==> config.mk <==
export PLATFORM = sky130hd
export DESIGN_NAME = particle_sensor_poll_sequencer
export DESIGN_NICKNAME = d
export VERILOG_FILES = /design/src/hdl/psps_pkg.sv /design/src/hdl/particle_sensor_poll_sequencer.sv /design/src/hdl/psps_scale.sv /design/src/hdl/psps_core.sv
export VERILOG_INCLUDE_DIRS = /design/src /design/src/hdl
export SDC_FILE = /design/constraint.sdc
export NUM_CORES = 2
export LEC_CHECK = 0
export ABC_AREA = 1
export BUFFER_PORTS_ARGS = -buffer_cell sky130_fd_sc_hd__buf_2
export CAP_MARGIN = 25
export CORE_MARGIN = 3
export CORE_UTILIZATION = 36
export CTS_CLUSTER_SIZE = 12
export DETAILED_ROUTE_END_ITERATION = 7
export HOLD_SLACK_MARGIN = 0.05
export SKIP_CTS_REPAIR_TIMING = 1
export SLEW_MARGIN = 20
export SYNTH_ARGS = -nofsm -noshare
export SYNTH_HDL_FRONTEND = slang
export SYNTH_SLANG_ARGS = --single-unit
==> constraint.sdc <==
create_clock -name i_clk -period 13.6 [get_ports i_clk]
set_input_delay 2.04 -clock i_clk [delete_from_list [all_inputs] [get_ports i_clk]]
set_output_delay 2.04 -clock i_clk [all_outputs]
set_load 0.1 [all_outputs]
==> src/hdl/assert_macros.svh <==
// assertion helpers shared by the rtl files
`ifndef ASSERT_MACROS_SVH
`define ASSERT_MACROS_SVH

// checked only while out of reset
`define ASSERT_CLK(label, prop, msg) \
    label: assert property (@(posedge i_clk) disable iff (!i_rst_n) (prop)) \
        else $error(msg);

// checked at every edge, reset included
`define ASSERT_ALWAYS(label, prop, msg) \
    label: assert property (@(posedge i_clk) (prop)) else $error(msg);

`endif

==> src/hdl/psps_pkg.sv <==
package psps_pkg;

    localparam int RAW_W     = 32;
    localparam int CFG_TIME_W = 24;
    localparam int OUT_VAL_W = 16;
    localparam int REG_IDX_W = 3;
    localparam int CFG_DATA_W = 32;

    // reciprocal of ten, exact for every 32-bit count after a shift of 35
    localparam logic [31:0] RECIP10       = 32'hCCCC_CCCD;
    localparam int          RECIP10_SHIFT = 35;

    typedef enum logic [1:0] {
        PH_RESET = 2'd0,
        PH_WAIT  = 2'd1,
        PH_WRITE = 2'd2,
        PH_READ  = 2'd3
    } t_phase;

    typedef enum logic [1:0] {
        ACT_NONE      = 2'd0,
        ACT_INIT      = 2'd1,
        ACT_PTR_WRITE = 2'd2,
        ACT_READ      = 2'd3
    } t_action;

    localparam logic [1:0] CMD_TICK       = 2'd0;
    localparam logic [1:0] CMD_WRITE_DONE = 2'd1;
    localparam logic [1:0] CMD_READ_DONE  = 2'd2;

    localparam logic [REG_IDX_W-1:0] REG_POLL_INTERVAL    = 3'd0;
    localparam logic [REG_IDX_W-1:0] REG_WRITE_WAIT      = 3'd1;
    localparam logic [REG_IDX_W-1:0] REG_RESPONSE_TIMEOUT = 3'd2;
    localparam logic [REG_IDX_W-1:0] REG_RAW_LIMIT       = 3'd3;
    localparam logic [REG_IDX_W-1:0] REG_DEVICE_ADDRESS  = 3'd4;
    localparam logic [REG_IDX_W-1:0] REG_REGISTER_ADDRESS = 3'd5;

    localparam logic [CFG_TIME_W-1:0] RST_POLL_INTERVAL    = 24'd8000000;
    localparam logic [CFG_TIME_W-1:0] RST_WRITE_WAIT       = 24'd500;
    localparam logic [CFG_TIME_W-1:0] RST_RESPONSE_TIMEOUT = 24'd10000000;
    localparam logic [RAW_W-1:0]      RST_RAW_LIMIT        = 32'h000F_FFFF;
    localparam logic [6:0]            RST_DEVICE_ADDRESS   = 7'h33;
    localparam logic [7:0]            RST_REGISTER_ADDRESS = 8'h00;

    typedef struct packed {
        logic [1:0]       command;
        logic [RAW_W-1:0] raw_pm1;
        logic [RAW_W-1:0] raw_pm25;
        logic [RAW_W-1:0] raw_pm10;
    } t_in_item;

    typedef struct packed {
        t_action              bus_action;
        logic [6:0]           bus_address;
        logic [7:0]           pointer_byte;
        logic [OUT_VAL_W-1:0] pm1_value;
        logic [OUT_VAL_W-1:0] pm25_value;
        logic [OUT_VAL_W-1:0] pm10_value;
        logic                 read_error;
        logic                 values_updated;
    } t_out_item;

    typedef struct packed {
        logic [CFG_TIME_W-1:0] poll_interval_us;
        logic [CFG_TIME_W-1:0] write_wait_us;
        logic [CFG_TIME_W-1:0] response_timeout_us;
        logic [RAW_W-1:0]      raw_limit;
        logic [6:0]            device_address;
        logic [7:0]            register_address;
    } t_cfg;

endpackage

==> src/hdl/particle_sensor_poll_sequencer.sv <==
// channel  | direction | handshake              | payload
// ---------+-----------+------------------------+------------------------
// in       | input     | i_in_valid / o_in_ready | i_in_data  (t_in_item)
// out      | output    | o_out_valid / i_out_ready | o_out_data (t_out_item)
// cfg      | input     | i_cfg_we (no wait)     | i_cfg_index, i_cfg_data
//
// every transfer in yields one transfer out, passing through the input register and then the result register
// one item per cycle sustained while out is ready: input register, one step of phase logic, result register
// the divide by ten is a constant reciprocal multiply in the step, one per count
// reset (synchronous, active low) clears the phase, timers and stores and loads the config defaults
// a stalled output holds; the input register keeps taking items while the result
// register drains, so ready drops only when both are full and out is stalled

`include "assert_macros.svh"

module particle_sensor_poll_sequencer #(
    parameter int TIMER_WIDTH = 24
) (
    input  logic                                i_clk,
    input  logic                                i_rst_n,
    // input item channel
    input  logic                                i_in_valid,
    output logic                                o_in_ready,
    input  psps_pkg::t_in_item                  i_in_data,
    // result channel
    output logic                                o_out_valid,
    input  logic                                i_out_ready,
    output psps_pkg::t_out_item                 o_out_data,
    // configuration writes
    input  logic                                i_cfg_we,
    input  logic [psps_pkg::REG_IDX_W-1:0]      i_cfg_index,
    input  logic [psps_pkg::CFG_DATA_W-1:0]     i_cfg_data
);

    // config register file
    psps_pkg::t_cfg      r_cfg;

    // input register
    logic                r_in_valid;
    psps_pkg::t_in_item  r_in;

    // result register
    logic                r_out_valid;
    psps_pkg::t_out_item r_out;

    psps_pkg::t_out_item step_result;
    logic                advance;
    logic                in_xfer;

    // item moves from input register into the result register
    assign advance    = r_in_valid && (!r_out_valid || i_out_ready);
    assign o_in_ready = !r_in_valid || advance;
    assign in_xfer    = i_in_valid && o_in_ready;

    assign o_out_valid = r_out_valid;
    assign o_out_data  = r_out;

    psps_core #(
        .TIMER_WIDTH(TIMER_WIDTH)
    ) u_core (
        .i_clk   (i_clk),
        .i_rst_n (i_rst_n),
        .i_step  (advance),
        .i_item  (r_in),
        .i_cfg   (r_cfg),
        .o_result(step_result)
    );

    // config writes, unlisted indexes fall through
    always_ff @(posedge i_clk) begin
        if (!i_rst_n) begin
            r_cfg.poll_interval_us    <= psps_pkg::RST_POLL_INTERVAL;
            r_cfg.write_wait_us       <= psps_pkg::RST_WRITE_WAIT;
            r_cfg.response_timeout_us <= psps_pkg::RST_RESPONSE_TIMEOUT;
            r_cfg.raw_limit           <= psps_pkg::RST_RAW_LIMIT;
            r_cfg.device_address      <= psps_pkg::RST_DEVICE_ADDRESS;
            r_cfg.register_address    <= psps_pkg::RST_REGISTER_ADDRESS;
        end else if (i_cfg_we) begin
            unique case (i_cfg_index)
                psps_pkg::REG_POLL_INTERVAL: begin
                    r_cfg.poll_interval_us <= i_cfg_data[psps_pkg::CFG_TIME_W-1:0];
                end
                psps_pkg::REG_WRITE_WAIT: begin
                    r_cfg.write_wait_us <= i_cfg_data[psps_pkg::CFG_TIME_W-1:0];
                end
                psps_pkg::REG_RESPONSE_TIMEOUT: begin
                    r_cfg.response_timeout_us <= i_cfg_data[psps_pkg::CFG_TIME_W-1:0];
                end
                psps_pkg::REG_RAW_LIMIT: begin
                    r_cfg.raw_limit <= i_cfg_data[psps_pkg::RAW_W-1:0];
                end
                psps_pkg::REG_DEVICE_ADDRESS: begin
                    r_cfg.device_address <= i_cfg_data[6:0];
                end
                psps_pkg::REG_REGISTER_ADDRESS: begin
                    r_cfg.register_address <= i_cfg_data[7:0];
                end
                default: begin
                end
            endcase
        end
    end

    // input register control
    always_ff @(posedge i_clk) begin
        if (!i_rst_n) begin
            r_in_valid <= 1'b0;
        end else if (in_xfer) begin
            r_in_valid <= 1'b1;
        end else if (advance) begin
            r_in_valid <= 1'b0;
        end
    end

    always_ff @(posedge i_clk) begin
        if (in_xfer) begin
            r_in <= i_in_data;
        end
    end

    // result register control
    always_ff @(posedge i_clk) begin
        if (!i_rst_n) begin
            r_out_valid <= 1'b0;
        end else if (advance) begin
            r_out_valid <= 1'b1;
        end else if (i_out_ready) begin
            r_out_valid <= 1'b0;
        end
    end

    always_ff @(posedge i_clk) begin
        if (advance) begin
            r_out <= step_result;
        end
    end

    `ASSERT_CLK(a_empty_out_takes_input,
        !r_out_valid |-> o_in_ready,
        "input stalled with an empty result register")
    `ASSERT_CLK(a_held_item_stable,
        (r_in_valid && !advance) |=> (r_in_valid && $stable(r_in)),
        "held input item changed or was dropped")
    `ASSERT_CLK(a_step_fills_out,
        advance |=> r_out_valid,
        "step did not load the result register")

endmodule

==> src/hdl/psps_scale.sv <==
module psps_scale #(
    parameter int VALUE_WIDTH = 16
) (
    input  logic [psps_pkg::RAW_W-1:0] i_raw,
    output logic [VALUE_WIDTH-1:0]     o_value
);

    localparam int PROD_W = 2 * psps_pkg::RAW_W;
    localparam int QUOT_W = PROD_W - psps_pkg::RECIP10_SHIFT;
    localparam logic [32:0] VALUE_MAX = (33'd1 << VALUE_WIDTH) - 33'd1;

    logic [PROD_W-1:0] prod;
    logic [QUOT_W-1:0] quot;

    // raw / 10 by reciprocal multiply
    assign prod = PROD_W'(i_raw) * PROD_W'(psps_pkg::RECIP10);
    assign quot = prod[PROD_W-1:psps_pkg::RECIP10_SHIFT];

    always_comb begin
        if (33'(quot) > VALUE_MAX) begin
            o_value = VALUE_MAX[VALUE_WIDTH-1:0];
        end else begin
            o_value = VALUE_WIDTH'(quot);
        end
    end

endmodule

==> src/hdl/psps_core.sv <==
`include "assert_macros.svh"

module psps_core #(
    parameter int TIMER_WIDTH = 24
) (
    input  logic                i_clk,
    input  logic                i_rst_n,
    input  logic                i_step,
    input  psps_pkg::t_in_item  i_item,
    input  psps_pkg::t_cfg      i_cfg,
    output psps_pkg::t_out_item o_result
);

    localparam int VALUE_WIDTH = psps_pkg::OUT_VAL_W;
    localparam int CMP_W = (TIMER_WIDTH > psps_pkg::CFG_TIME_W) ?
                           TIMER_WIDTH : psps_pkg::CFG_TIME_W;
    localparam logic [TIMER_WIDTH-1:0] TIMER_MAX = {TIMER_WIDTH{1'b1}};

    psps_pkg::t_phase       r_phase, n_phase;
    logic [TIMER_WIDTH-1:0] r_since_start, n_since_start;
    logic [TIMER_WIDTH-1:0] r_since_resp, n_since_resp;
    logic [VALUE_WIDTH-1:0] r_pm1, n_pm1;
    logic [VALUE_WIDTH-1:0] r_pm25, n_pm25;
    logic [VALUE_WIDTH-1:0] r_pm10, n_pm10;
    logic                   r_error, n_error;

    logic [TIMER_WIDTH-1:0] tick_start, tick_resp;
    logic [VALUE_WIDTH-1:0] sc_pm1, sc_pm25, sc_pm10;
    logic                   over_limit;
    psps_pkg::t_action      action;
    logic                   updated;

    psps_scale #(.VALUE_WIDTH(VALUE_WIDTH)) u_scale_pm1 (
        .i_raw(i_item.raw_pm1), .o_value(sc_pm1)
    );
    psps_scale #(.VALUE_WIDTH(VALUE_WIDTH)) u_scale_pm25 (
        .i_raw(i_item.raw_pm25), .o_value(sc_pm25)
    );
    psps_scale #(.VALUE_WIDTH(VALUE_WIDTH)) u_scale_pm10 (
        .i_raw(i_item.raw_pm10), .o_value(sc_pm10)
    );

    assign over_limit = (i_item.raw_pm1 > i_cfg.raw_limit) ||
                        (i_item.raw_pm25 > i_cfg.raw_limit) ||
                        (i_item.raw_pm10 > i_cfg.raw_limit);

    // saturating microsecond timers
    always_comb begin
        tick_start = r_since_start;
        tick_resp  = r_since_resp;
        if (i_item.command == psps_pkg::CMD_TICK) begin
            if (r_since_start != TIMER_MAX) begin
                tick_start = r_since_start + 1'b1;
            end
            if (r_since_resp != TIMER_MAX) begin
                tick_resp = r_since_resp + 1'b1;
            end
        end
    end

    always_comb begin
        n_phase       = r_phase;
        n_since_start = tick_start;
        n_since_resp  = tick_resp;
        n_pm1         = r_pm1;
        n_pm25        = r_pm25;
        n_pm10        = r_pm10;
        n_error       = r_error;
        action        = psps_pkg::ACT_NONE;
        updated       = 1'b0;
        unique case (r_phase)
            psps_pkg::PH_RESET: begin
                action        = psps_pkg::ACT_INIT;
                n_since_start = '0;
                n_since_resp  = '0;
                n_phase       = psps_pkg::PH_WAIT;
            end
            psps_pkg::PH_WAIT: begin
                if (CMP_W'(tick_start) > CMP_W'(i_cfg.poll_interval_us)) begin
                    n_since_start = '0;
                    n_since_resp  = '0;
                    action        = psps_pkg::ACT_PTR_WRITE;
                    n_phase       = psps_pkg::PH_WRITE;
                end
            end
            psps_pkg::PH_WRITE: begin
                if (i_item.command == psps_pkg::CMD_WRITE_DONE ||
                    CMP_W'(tick_start) > CMP_W'(i_cfg.write_wait_us)) begin
                    action  = psps_pkg::ACT_READ;
                    n_phase = psps_pkg::PH_READ;
                end
            end
            psps_pkg::PH_READ: begin
                if (i_item.command == psps_pkg::CMD_READ_DONE) begin
                    n_since_start = '0;
                    n_since_resp  = '0;
                    if (over_limit) begin
                        n_error = 1'b1;
                        n_phase = psps_pkg::PH_RESET;
                    end else begin
                        n_error = 1'b0;
                        n_pm1   = sc_pm1;
                        n_pm25  = sc_pm25;
                        n_pm10  = sc_pm10;
                        updated = 1'b1;
                        n_phase = psps_pkg::PH_WAIT;
                    end
                end
            end
            default: begin
                n_phase = psps_pkg::PH_RESET;
            end
        endcase
        // response timeout overrides the phase, the action still goes out
        if (CMP_W'(n_since_resp) > CMP_W'(i_cfg.response_timeout_us)) begin
            n_phase = psps_pkg::PH_RESET;
        end
    end

    always_comb begin
        o_result.bus_action     = action;
        o_result.bus_address    = (action != psps_pkg::ACT_NONE) ?
                                  i_cfg.device_address : 7'd0;
        o_result.pointer_byte   = (action == psps_pkg::ACT_PTR_WRITE) ?
                                  i_cfg.register_address : 8'd0;
        o_result.pm1_value      = psps_pkg::OUT_VAL_W'(n_pm1);
        o_result.pm25_value     = psps_pkg::OUT_VAL_W'(n_pm25);
        o_result.pm10_value     = psps_pkg::OUT_VAL_W'(n_pm10);
        o_result.read_error     = n_error;
        o_result.values_updated = updated;
    end

    always_ff @(posedge i_clk) begin
        if (!i_rst_n) begin
            r_phase       <= psps_pkg::PH_RESET;
            r_since_start <= '0;
            r_since_resp  <= '0;
            r_pm1         <= '0;
            r_pm25        <= '0;
            r_pm10        <= '0;
            r_error       <= 1'b0;
        end else if (i_step) begin
            r_phase       <= n_phase;
            r_since_start <= n_since_start;
            r_since_resp  <= n_since_resp;
            r_pm1         <= n_pm1;
            r_pm25        <= n_pm25;
            r_pm10        <= n_pm10;
            r_error       <= n_error;
        end
    end

    `ASSERT_CLK(a_reset_goes_wait,
        (i_step && r_phase == psps_pkg::PH_RESET) |=> (r_phase == psps_pkg::PH_WAIT),
        "init step did not move to waiting")
    `ASSERT_CLK(a_ptr_goes_write,
        (i_step && o_result.bus_action == psps_pkg::ACT_PTR_WRITE)
            |=> (r_phase == psps_pkg::PH_WRITE),
        "pointer write did not move to write pending")
    `ASSERT_CLK(a_idle_holds_state,
        !i_step |=> ($stable(r_phase) && $stable(r_since_start) && $stable(r_since_resp)),
        "sequencer state moved without a step")

endmodule
# Yosys cells after proc, flatten, opt, wreduce, memory -nomap -nowiden
# Index checks and enable logic that the tools add are counted.
# word_totals
in_bits	138
wordCells	119
ff_bits	385
out_inout_bits	69
# classes
n_eq_ne	16
multipliers	3
mux	39
n_reduce_logical	23
n_addsub	2
order_cmp	9
# ops
cell	n
multiplier 32 x 32 -> 64 bit (second input constant)	3
2-to-1 mux 16 bit	12
2-to-1 mux 24 bit	8
case mux 24 bit (3 select lines)	2
> comparator 32 bit	3
> comparator 29 x 16 -> 1 bit (second input constant)	3
> comparator 24 bit	3
adder 24 x 1 -> 24 bit (second input constant)	2
inequality test 24 bit (second input constant)	2
AND reduction 2 bit	7
2-to-1 mux 2 bit	6
2-to-1 mux 1 bit	9
inequality test 3 x 1 -> 1 bit (second input constant)	3
equality test 2 bit (second input constant)	4
case mux 2 bit (4 select lines)	1
equality test 3 x 2 -> 1 bit (second input constant)	2
equality test 3 bit (second input constant)	2
case mux 2 bit (3 select lines)	1
nonzero test 2 bit	3
logical OR 1 bit	5
equality test 2 x 1 -> 1 bit (second input constant)	2
zero test 2 bit	2
AND reduction 4 bit	1
equality test 3 x 1 -> 1 bit (second input constant)	1
3 further kinds	5

# Depth between registers and ports, before layout
# logic_depth
depth_word	9
ltp_mapped	44
mapped_depth_nobuf	43

# Cells and area by module
# A second synthesis with hierarchy kept.
# unflattened
cells_unflattened	9585
area_unflattened_um2	77260.3
# by_module_without_submodules
module	area_per_inst_um2	seq_area_each_um2	instances	cells_per_inst
psps_scale (u_core.u_scale_pm25)	18978.2	0.0	1	2336
psps_scale (u_core.u_scale_pm10)	18951.9	0.0	1	2323
psps_scale (u_core.u_scale_pm1)	18865.6	0.0	1	2327
psps_core	10797.9	1981.9	1	1775
particle_sensor_poll_sequencer	9666.8	7377.1	1	824

# Worst setup path after synthesis
# OpenSTA, ideal clock, no wires.
# synth_path
path_type	reg-to-reg
from	register r_in[84] in the netlist's numbering
to	register r_out, in the netlist o_out_data[34], data pin
required_ns	13.350
path_stages_with_launch	32
setup_time_ns	0.250
path_buffers	1
setup_slack_ns	6.910
synth_period_minus_slack_ns	6.690
t_arrival_ns	6.440
cell_sequence	edfxtp_1 ha_1 inv_1 fa_1 inv_1 fa_1 inv_1 fa_1 inv_1 fa_1 fa_1 fa_1 inv_1 fa_1 inv_1 ha_1 nand2_2 nor2_2 inv_2 nor2_8 nand2_1 nor3_2 nand2_1 nand3_1 nand2_1 nand2_1 nand2_2 nor3_4 buf_6 nand3_2 nand2_2 inv_1
# synth_lines
item	line_no	rtl
start, declared	particle_sensor_poll_sequencer.sv:40	psps_pkg::t_in_item r_in;
start signal, assigned	particle_sensor_poll_sequencer.sv:117	r_in <= i_in_data;
end signal, assigned	particle_sensor_poll_sequencer.sv:134	r_out <= step_result;
end, declared	particle_sensor_poll_sequencer.sv:44	psps_pkg::t_out_item r_out;

==> impl_metrics.tcl <==
set metrics [dict create \
    end_kind "register" \
    fill_cells 21400 \
    synth_top_area_cell "fa_1" \
    syn_avg_cell_area_um2 8.24 \
    cpMaxStageDelayCell "xor2_1" \
    yosys.area_share.simple_pct 14.3 \
    setup_slack_ps 5220 \
    ys.flop_type "dfxtp_1" \
    fin_nets 11900 \
    die_y_um 465 \
    fp-row-count 167 \
    synth-async-reset-ratio_pct 0 \
    routedWlPerCell_um 22.3 \
    finalSetupViolations 0 \
    dp_slack_ps 5320 \
    crit_type "reg2reg" \
    synth_top_family_by_area "adder cells" \
    max_cap_violations 0 \
    cts_inserted_buffers 53 \
    drive_gt1_share_pct 5.76 \
    ys_seq_elements 385 \
    core_area_um2 208000 \
    antenna_found_initial 13 \
    die_x_um 465 \
    grt_pass1_wl_um 407000 \
    synth_area_um2 75800 \
    synthMuxAreaShare_pct 0 \
    syn_inst 9197 \
    rsz0062_at_grt "no" \
    path_buf_inv 4 \
    synth_compound_area_share_pct 6.35 \
    cp-start-kind "register" \
    routed_wl_um 272000 \
    met2_usage_pct 41.1 \
    overflow 0 \
    synth_xor_area_share_pct 2.43 \
    critPathMaxStageDelay_ps 750 \
    dp_hpwl_um 240000 \
    drt-initial-drc-count 4200 \
    worstPathRequired_ps 14090 \
    io_buffers 206 \
    drcViolationCount 0 \
    insertion_delay_ps 740 \
    cts.sinks 385 \
    hp-class "reg2reg" \
    final_max_slew_viol_count 0 \
    clock.fmax_ghz 0.119 \
    setup_tns_ps 0 \
    timing_worst_slew_pin_value_ps 1040 \
    grt_util_all_layers_pct 25.5 \
    worst-r2r-setup-slack_ps 5220 \
    path_delay_family "adder cells" \
    synth_area_leaders "fa_1, ha_1, inv_1" \
    critPathArrivalTime_ps 8870 \
    netlist.area_leader.share_pct 30.8 \
    globalRouteMet3Util_pct 3.34 \
    synth_edf_count 165 \
    crit_path_max_fanout 16 \
    io-pin-count 207 \
    htreeDepth 2 \
    syn-num-nets 11700 \
    period_minus_slack_ps 8380 \
    clkSlewWorstSetupHoldPaths_ps 70 \
    regArea_um2 9360 \
    clock_path_buffers 3 \
    antenna_left 0 \
    synthToLayoutAreaGrowth_pct 8.07 \
    grt_pass1_vias 63100 \
    vias 59400 \
    skew_ps 81.9 \
    synthAdderAreaFrac_pct 50.8 \
    gp_congestion 1.05 \
    grt.busiest_layer "met2" \
    status "completed" \
    finalHoldViolCount 0 \
    synth.distinct_cells 50 \
    dieArea_um2 216000 \
    start_util_pct 36.4 \
    drtPass1Iterations 6 \
    period_share_pct 61.6 \
    vias_per_cell 4.86 \
    cts_tree "yes" \
    cp_common_cell "nand2_1" \
    ys_warn_count 0 \
    grt_max_degree 114 \
    yosysSeqAreaShare_pct 12.3 \
    slew_headroom_pct 30.5 \
    multi_input_comb_area_um2 56000 \
    grt_use_met1_pct 33.0 \
    cts-root-buf "clkbuf_16" \
]
[cells by family (layout without fill, tap and decap cells)]
group,after synthesis,after routing
xor gates and xnor gates,210,210
other,0,20
buffers and inverters,2771,2994
DFF,385,385
AOI/OAI and AO/OA,889,889
and+or+nand+nor,2567,2567
adders and majority gates,2375,2375
[cell type report]
type / instances / area share [%]
multi-input combinational: 6041 / 68.3
inverter: 2678 / 12.3
sequential: 385 / 11.4
tap: 2788 / 4.26
clock buffer: 69 / 1.77
timing repair buffer: 221 / 1.41
clock inverter: 26 / 0.445
antenna: 20 / 0.0611
[state kept, by name, summed over array words and instances, names as in the netlist]
signal,cells
o_out_data,67
o_out_valid,1
r_cfg,119
r_in,98
r_in_valid,1
u_core.r_error,1
u_core.r_phase,2
u_core.r_pm1,16
u_core.r_pm10,16
u_core.r_pm25,16
u_core.r_since_resp,24
u_core.r_since_start,24
[synth_stat cells, types with 10 or more instances]
master / instances
nor3_1: 44
ha_1: 1208
nand2_2: 25
clkbuf_1: 77
nor2_1: 426
a21o_1: 20
nand3_1: 195
fa_1: 1167
nand2_1: 1650
nand3b_1: 11
inv_1: 2624
a31oi_1: 10
dfxtp_1: 220
nor2_4: 16
a21oi_1: 471
nand4_1: 43
nand3_2: 31
inv_2: 52
or2_2: 53
xnor2_1: 58
xor2_1: 152
o21bai_1: 44
edfxtp_1: 165
a21oi_2: 11
nor2_2: 34
o211ai_1: 35
and3_1: 10
o21ai_0: 269
[worst register-to-register path: stages, from the launching register on]
cell,delay [ps]
edfxtp_1,680
ha_1,610
xor2_1,750
nand2_1,110
nand2_1,240
fa_1,480
fa_1,600
fa_1,460
fa_1,460
fa_1,500
inv_1,50
fa_1,480
inv_1,40
ha_1,310
nand2_1,110
nor2_1,190
inv_2,90
nor2_2,270
nand2_1,140
nand3_1,150
nand2_1,90
nand4_1,90
nand2_1,130
nor3_4,750
nand3_1,180
nand2_1,130
inv_1,50
[metrics by stage]
stage	area (µm²)	hold slack, ps	cells	util (%)
detailed placement	80000	448	12100	38.5
floorplan	75800	430	9197	-
finish	81900	456	12200	39.4
global placement	80000	442	12100	38.4
CTS	81800	457	12200	39.3
global route	81900	474	12200	39.4
[worst paths after layout]
| kind | startpoint | end | cells past startpoint |
|---|---|---|---|
| max | r_in[66]$_DFFE_PP_ | o_out_data[43]$_DFFE_PP_ | 26 |
| min | r_cfg[2]$_SDFFE_PN0P_ | r_cfg[2]$_SDFFE_PN0P_ | 2 |
| max reg2reg | r_in[66]$_DFFE_PP_ | o_out_data[43]$_DFFE_PP_ | 26 |
| min reg2reg | r_cfg[2]$_SDFFE_PN0P_ | r_cfg[2]$_SDFFE_PN0P_ | 2 |
[layer usage]
metal | share of wire [%] | up-vias
li1 | - | 28100
met1 | 42 | 29100
met2 | 45 | 1747
met3 | 5.7 | 455
met4 | 7.0 | 2
met5 | 0.0048 | -
[cells in the final DEF, fill, tap and decap left out, drive strengths merged, types with 4 or more instances in the layout]
cell type | Yosys | routed
inv | 2676 | 2682
nand2 | 1675 | 1675
ha | 1208 | 1208
fa | 1167 | 1167
a21oi | 482 | 482
nor2 | 477 | 477
o21ai | 276 | 276
nand3 | 226 | 226
buf | 15 | 221
dfxtp | 220 | 220
edfxtp | 165 | 165
xor2 | 152 | 152
clkbuf | 78 | 69
xnor2 | 58 | 58
or2 | 57 | 57
nor3 | 53 | 53
o21bai | 44 | 44
nand4 | 43 | 43
o211ai | 35 | 35
diode | 0 | 20
a21o | 20 | 20
clkinv | 2 | 12
nand3b | 11 | 11
and3 | 10 | 10
a31oi | 10 | 10
o21a | 7 | 7
bufinv | 0 | 6
nor4 | 6 | 6
and2 | 5 | 5
nor3b | 4 | 4
o22ai | 4 | 4
clkinvlp | 0 | 4
Power is left out: the tool's default activity adds up to more than one toggle a clock period on the data nets, which glitch-free logic cannot reach.
